**src/design/sls_pkg.sv**
```systemverilog
`timescale 1ns / 1ps

package sls_pkg;

	localparam int NUM_SLOTS_DEF   = 256;
	localparam int SLOT_BYTES_DEF  = 16;
	localparam int QUEUE_DEPTH_DEF = 32;

	// Pending operation entry: kind in the top bits, parameter below.
	localparam int KIND_W  = 3;
	localparam int PARAM_W = 24;
	localparam int ENTRY_W = KIND_W + PARAM_W;

	localparam logic [2:0] OP_LINK  = 3'd0;
	localparam logic [2:0] OP_OPEN  = 3'd1;
	localparam logic [2:0] OP_CLOSE = 3'd2;
	localparam logic [2:0] OP_ACK   = 3'd3;
	localparam logic [2:0] OP_SEND  = 3'd4;
	localparam logic [2:0] OP_READ  = 3'd5;

	localparam logic [1:0] OUT_DONE    = 2'd0;
	localparam logic [1:0] OUT_REFUSED = 2'd1;
	localparam logic [1:0] OUT_EMPTY   = 2'd2;

	localparam logic [KIND_W-1:0] KIND_OPEN      = 3'd0;
	localparam logic [KIND_W-1:0] KIND_OPEN_CONT = 3'd1;
	localparam logic [KIND_W-1:0] KIND_CLOSE     = 3'd2;
	localparam logic [KIND_W-1:0] KIND_ACK       = 3'd3;
	localparam logic [KIND_W-1:0] KIND_PONG      = 3'd4;

	localparam logic [7:0] SYNC_OUT      = 8'hA5;
	localparam logic [7:0] SYNC_IN       = 8'hA6;
	localparam logic [7:0] CMD_OPEN_TX   = 8'h20;
	localparam logic [7:0] CMD_CLOSE_TX  = 8'h21;
	localparam logic [7:0] CMD_ACK_TX    = 8'h22;
	localparam logic [7:0] CMD_PONG_TX   = 8'h52;
	localparam logic [7:0] CMD_CONNECT   = 8'h30;
	localparam logic [7:0] CMD_DISCONN   = 8'h31;
	localparam logic [7:0] CMD_SLOT_DATA = 8'h40;
	localparam logic [7:0] CMD_PING      = 8'h51;
	localparam logic [7:0] LEN_OPEN      = 8'h04;
	localparam logic [7:0] LEN_SHORT     = 8'h01;
	localparam logic [7:0] LEN_NONE      = 8'h00;

	typedef enum logic [2:0] {
		S_IDLE,
		S_DECODE,
		S_RX_CMD,
		S_SLOT_WR,
		S_SCAN,
		S_TX,
		S_RESULT
	} state_t;

	typedef struct packed {
		logic latch;
		logic rx_step;
		logic run_simple;
		logic wr_step;
		logic scan_step;
		logic pop;
		logic read_issue;
		logic finish;
		logic tx_emit;
	} cmd_t;

	typedef struct packed {
		logic [2:0] op;
		logic       full;
		logic       empty;
		logic       slot_cmd;
		logic       wr_last;
		logic       scan_done;
		logic       out_free;
		logic       tx_last;
	} sts_t;

endpackage

```
**src/design/sls_ctrl.sv**
```systemverilog
`timescale 1ns / 1ps

module sls_ctrl (
	input  logic          clk,
	input  logic          arst_n,
	input  logic          in_valid,
	output logic          in_ready,
	input  sls_pkg::sts_t sts,
	output sls_pkg::cmd_t cmd
);

	import sls_pkg::*;

	state_t state_q, state_d;

	always_ff @(posedge clk or negedge arst_n) begin
		if (!arst_n) begin
			state_q <= S_IDLE;
		end else begin
			state_q <= state_d;
		end
	end

	always_comb begin
		state_d  = state_q;
		cmd      = '0;
		in_ready = 1'b0;
		case (state_q)
			S_IDLE: begin
				in_ready = 1'b1;
				if (in_valid) begin
					cmd.latch = 1'b1;
					state_d   = S_DECODE;
				end
			end
			S_DECODE: begin
				case (sts.op)
					OP_LINK: begin
						cmd.rx_step = 1'b1;
						state_d     = S_RX_CMD;
					end
					OP_OPEN: begin
						state_d = sts.full ? S_RESULT : S_SCAN;
					end
					OP_SEND: begin
						if (sts.empty) begin
							state_d = S_RESULT;
						end else begin
							cmd.pop = 1'b1;
							state_d = S_TX;
						end
					end
					OP_READ: begin
						cmd.read_issue = 1'b1;
						state_d        = S_RESULT;
					end
					default: begin
						state_d = S_RESULT;
					end
				endcase
			end
			S_RX_CMD: begin
				if (sts.slot_cmd) begin
					state_d = S_SLOT_WR;
				end else begin
					cmd.run_simple = 1'b1;
					state_d        = S_RESULT;
				end
			end
			S_SLOT_WR: begin
				cmd.wr_step = 1'b1;
				if (sts.wr_last) begin
					state_d = S_RESULT;
				end
			end
			S_SCAN: begin
				cmd.scan_step = 1'b1;
				if (sts.scan_done) begin
					state_d = S_RESULT;
				end
			end
			S_TX: begin
				if (sts.out_free) begin
					cmd.tx_emit = 1'b1;
					if (sts.tx_last) begin
						state_d = S_IDLE;
					end
				end
			end
			S_RESULT: begin
				if (sts.out_free) begin
					cmd.finish = 1'b1;
					state_d    = S_IDLE;
				end
			end
			default: begin
				state_d = S_IDLE;
			end
		endcase
	end

endmodule

```
**config.mk**
```make
export PLATFORM = sky130hd
export DESIGN_NAME = sls_ctrl
export DESIGN_NICKNAME = d
export VERILOG_FILES = /design/src/design/sls_pkg.sv /design/src/design/sls_ctrl.sv
export SDC_FILE = /design/constraint.sdc
export NUM_CORES = 1
export LEC_CHECK = 0
export BUFFER_PORTS_ARGS = -buffer_cell sky130_fd_sc_hd__buf_2
export CORE_AREA = 2 2 39 41
export CTS_CLUSTER_SIZE = 10
export DETAILED_ROUTE_END_ITERATION = 8
export DIE_AREA = 0 0 41 43
export HOLD_SLACK_MARGIN = 0.05
export SYNTH_ARGS = -nofsm -noshare
export SYNTH_HDL_FRONTEND = slang
export SYNTH_SLANG_ARGS = --single-unit
```
**constraint.sdc**
```tcl
create_clock -name clk -period 1.85 [get_ports clk]
set_input_delay 0.2775 -clock clk [delete_from_list [all_inputs] [get_ports clk]]
set_output_delay 0.2775 -clock clk [all_outputs]
set_load 0.05 [all_outputs]
```
# --- After elaboration in Yosys (flattened, before gate mapping) ---
# Cells that the tools add are included.
word_totals:
  register_bits: 3
  wordCells: 46
  out_inout_bits: 10
op_classes:
  mux: 27
  eq_ne: 15
  n_reduce_logical: 3
op_table:
  columns: ["operator", "n"]
  rows:
  - ["$mux 3", 7]
  - ["$pmux 3 s7", 1]
  - ["$eq 3x3->1 const B", 5]
  - ["$mux 1", 15]
  - ["$ne 2x2->1 const B", 6]
  - ["$pmux 3 s3", 1]
  - ["$eq 3x1->1 const B", 2]
  - ["$eq 3x2->1 const B", 2]
  - ["$logic_not 3->1", 2]
  - ["$mux 2", 3]
  - ["$reduce_and 6->1", 1]

# --- Depth between registers and ports, before layout ---
logic_depth:
  word_depth: 3
  depth_mapped: 5
  depth_no_buf: 4

# --- Worst setup path after synthesis ---
# No wires, ideal clock.
synth_timing:
  path_kind: "flip-flop to output port"
  startpoint: "register state_q[1]"
  endpoint: "output port cmd[8] (netlist name)"
  required_time_ns: 1.572
  slack_ns: -0.713
  arrival_time_ns: 2.285
  path_stages_with_launch: 4
  cell_sequence: "dfrtp_1 -> clkbuf_4 -> nor3_1 -> and2_1"
synth_lines:
  columns: ["element", "line_no", "rtl"]
  rows:
  - ["start, declared", "sls_ctrl.sv:14", "state_t state_q, state_d;"]
  - ["start signal, assigned", "sls_ctrl.sv:20", "state_q <= state_d;"]
  - ["end, declared", "sls_ctrl.sv:9", "output sls_pkg::cmd_t cmd"]

==> impl_metrics.ini <==
[layout]
area_delta_synth_final_pct = 50.00
n_antenna_cell = 0
drive_gt1_share_pct = 49.33
largest_reg_flops = 3
fin_nets = 89
reg_top3 = state_q: 3 flops
regMostFlops = state_q
utilization_pct = 40.42

[logic_synthesis]
synth_cells = 49
syn-cell-area_um2 = 372.9
synth_ff_type = dfrtp_1
avgSynthCellArea_um2 = 7.609
ys_seq_area_share_pct = 20.13
synth_edf_count = 0
yosys_warnings = 0
syn-num-nets = 62
async_reset_ff_share_pct = 100.0
synthDominantCellAreaShare_pct = 20.13
synth_most_common_cell = nor2_1
ys_types = 26
ys_top_cells_by_area = dfrtp_1 (20%), nor4b_4 (6.4%), nor2_1 (6.0%)
yosys-top-cells-count = nor2_1 (6), a21oi_1 (4), inv_1 (4), nor3_1 (4)
synth_top_cell_by_area = dfrtp_1
ys_ff_latch = 3

[floorplanning]
io_pins = 23
start_util_pct = 26.94
die_h_um = 43
core_um2 = 1384
die_w_um = 41
num_rows = 14
die-area_um2 = 1763

[setup_path]
ff2ff_path_depth = 4
path_class = reg -> out
timing.rr.start = state_q[2]$_DFFE_PN0P_
crit_slowest_cell = dfrtp_1
slowest_delay_ns = 0.50
reg2reg_to = state_q[0]$_DFFE_PN0P_
arrival_ns = 1.50
critical_path.endpoint_type = output port
startpoint_type = flop
crit_chain = nor4b_4, and2_1, buf_2
critical_path.max_fanout = 8
r2r_slack_ns = 0.26
cp-startpoint = state_q[2]$_DFFE_PN0P_
cp.required_ns = 1.57

[timing]
rsz0062_at_grt = no
max-slew-margin-rel_pct = 75.68
drv_slew = 0
fin_skew_ns = 0.005125
tightest_slew_ns = 0.3647
hold_violations = 0
finalCriticalPeriod_ns = 1.779
post-route-period-util_pct = 96.18
hold-worst-slack_ns = 0.3725
fmax_ghz = 0.5620
setup_viol = 0

[pwr]
comb_power_share_pct = 61.1
ir_drop_mv = 0.5531
p_leak_nw = 0.2788
internal_power_w = 0.0003853
clockPowerShare_pct = 13.3
finalPower_w = 0.0008577
p_per_area_nw_per_um2 = 1533
power_switching_w = 0.0004724
seq_power_share_pct = 25.6
switching_share_pct = 55.08

[placement]
io_buffers = 22
place_congestion = 0.7423
post-dp-hpwl_um = 733.5

[flow_run]
cap_violations = 0

[cts]
cts-root-buf = clkbuf_4
cts.reportedPaths.clkPinSlew_ns = 0.04
clock_latency_ns = 0.23
clockBufferDepth = 2
htreeDepth = 1
cts_made_buffers = 3
cts_tree = built
cts.sinks = 3

[routing]
post_drt_wl_per_cell_um = 10.38
drt_iter0_markers = 13
antenna_left = 0
wl_um = 945
drc = 0
dr.pass1.iters = 4
viasPerCell = 4.604
via_count = 419

[grt]
antenna_found_initial = 0
gr-total-overflow = 0
grt_start_max_net_pins = 14
grt_pass1_vias = 392
grt_pass1_wl_um = 1587
grt.total_usage_pct = 13.51

[worst_hold_path]
hold_path_class = in -> async

[run_status]
status = complete, no violations
==> layer usage <==
metal	vias up	GRT usage, %	part of all wire (%)
li1	225	-	-
met1	181	15.64	41
met4	0	10.00	0
met2	13	20.31	52
met3	0	3.141	6.2
met5	-	0	0
==> worst max path at each step <==
stage / to / slack, ns / depth (start not counted)
after detailed placement: state_q[0]$_DFFE_PN0P_ / 0.21 / 4
after CTS: cmd[2] / 0.01 / 3
after global routing: cmd[7] / 0.007 / 3
after global placement: state_q[0]$_DFFE_PN0P_ / 0.26 / 4
after floorplan: cmd[8] / -0.02 / 3
final: cmd[7] / 0.07 / 3
==> power groups by stage <==
stage	Sequential [W]	Combinational (W)	Clock (W)
2_1_floorplan	0.000134	0.000503	0
3_3_place_gp	0.000216	0.000519	0
3_5_place_dp	0.000216	0.000524	0
4_1_cts	0.000217	0.000528	0.000119
5_1_grt	0.000231	0.000574	0.000119
6_report	0.000220	0.000524	0.000114
==> what timing repair did <==
| item | 4_1_cts | 5_1_grt |
|---|---|---|
| gates resized for setup | 1 | 3 |
| hold endpoints to repair | 3 | 0 |
| pin swaps | 0 | 0 |
| hold buffers | 1 | 0 |
| buffers inserted | 0 | 0 |
| setup endpoints to repair | 1 | 3 |
==> final cells by class <==
type,instances,area [um2]
timing repair buffer,25,140.1
inverter,4,15.01
clock buffer,4,26.28
sequential,3,77.57
multi-input combinational,39,280.3
tap,16,20.02
fill,145,824.5
==> cells by family (layout without fill, tap and decap cells) <==
kind of cell	after synthesis	after routing	share of synthesized area, %
AOI/OAI and AO/OA	12	12	24.16
muxes	1	1	3.020
buffers and inverters	7	33	10.40
DFF	3	3	20.13
and+or+nand+nor	26	26	42.28
==> stage by stage <==
| step | cells | setup TNS [ns] | worst slack, ns | instance area, um2 |
|---|---|---|---|---|
| after global placement | 86 | 0 | 0.2568 | 515.5 |
| after floorplan | 49 | -0.01770 | -0.01770 | 394.1 |
| after detailed placement | 86 | 0 | 0.2096 | 515.5 |
| final | 91 | 0 | 0.07063 | 559.3 |
| after global routing | 91 | 0 | 0.007460 | 559.3 |
| after CTS | 91 | 0 | 0.01334 | 553.0 |
==> critical path: cells and delay by family, from the launching register on <==
kind | cells | cell delay [ns]
buf+inv | 1 | 0.25
flops | 1 | 0.50
simple gates | 2 | 0.52
==> cells in the final DEF (no fill, tap or decap), types with 3 or more instances in the layout <==
cell type   n
inv_1       4
and2_1      3
a21oi_1     4
nand2b_1    3
buf_2      20
nand2_1     3
nor2_1      6
clkbuf_4    5
Power figures use the tool's default switching activity.
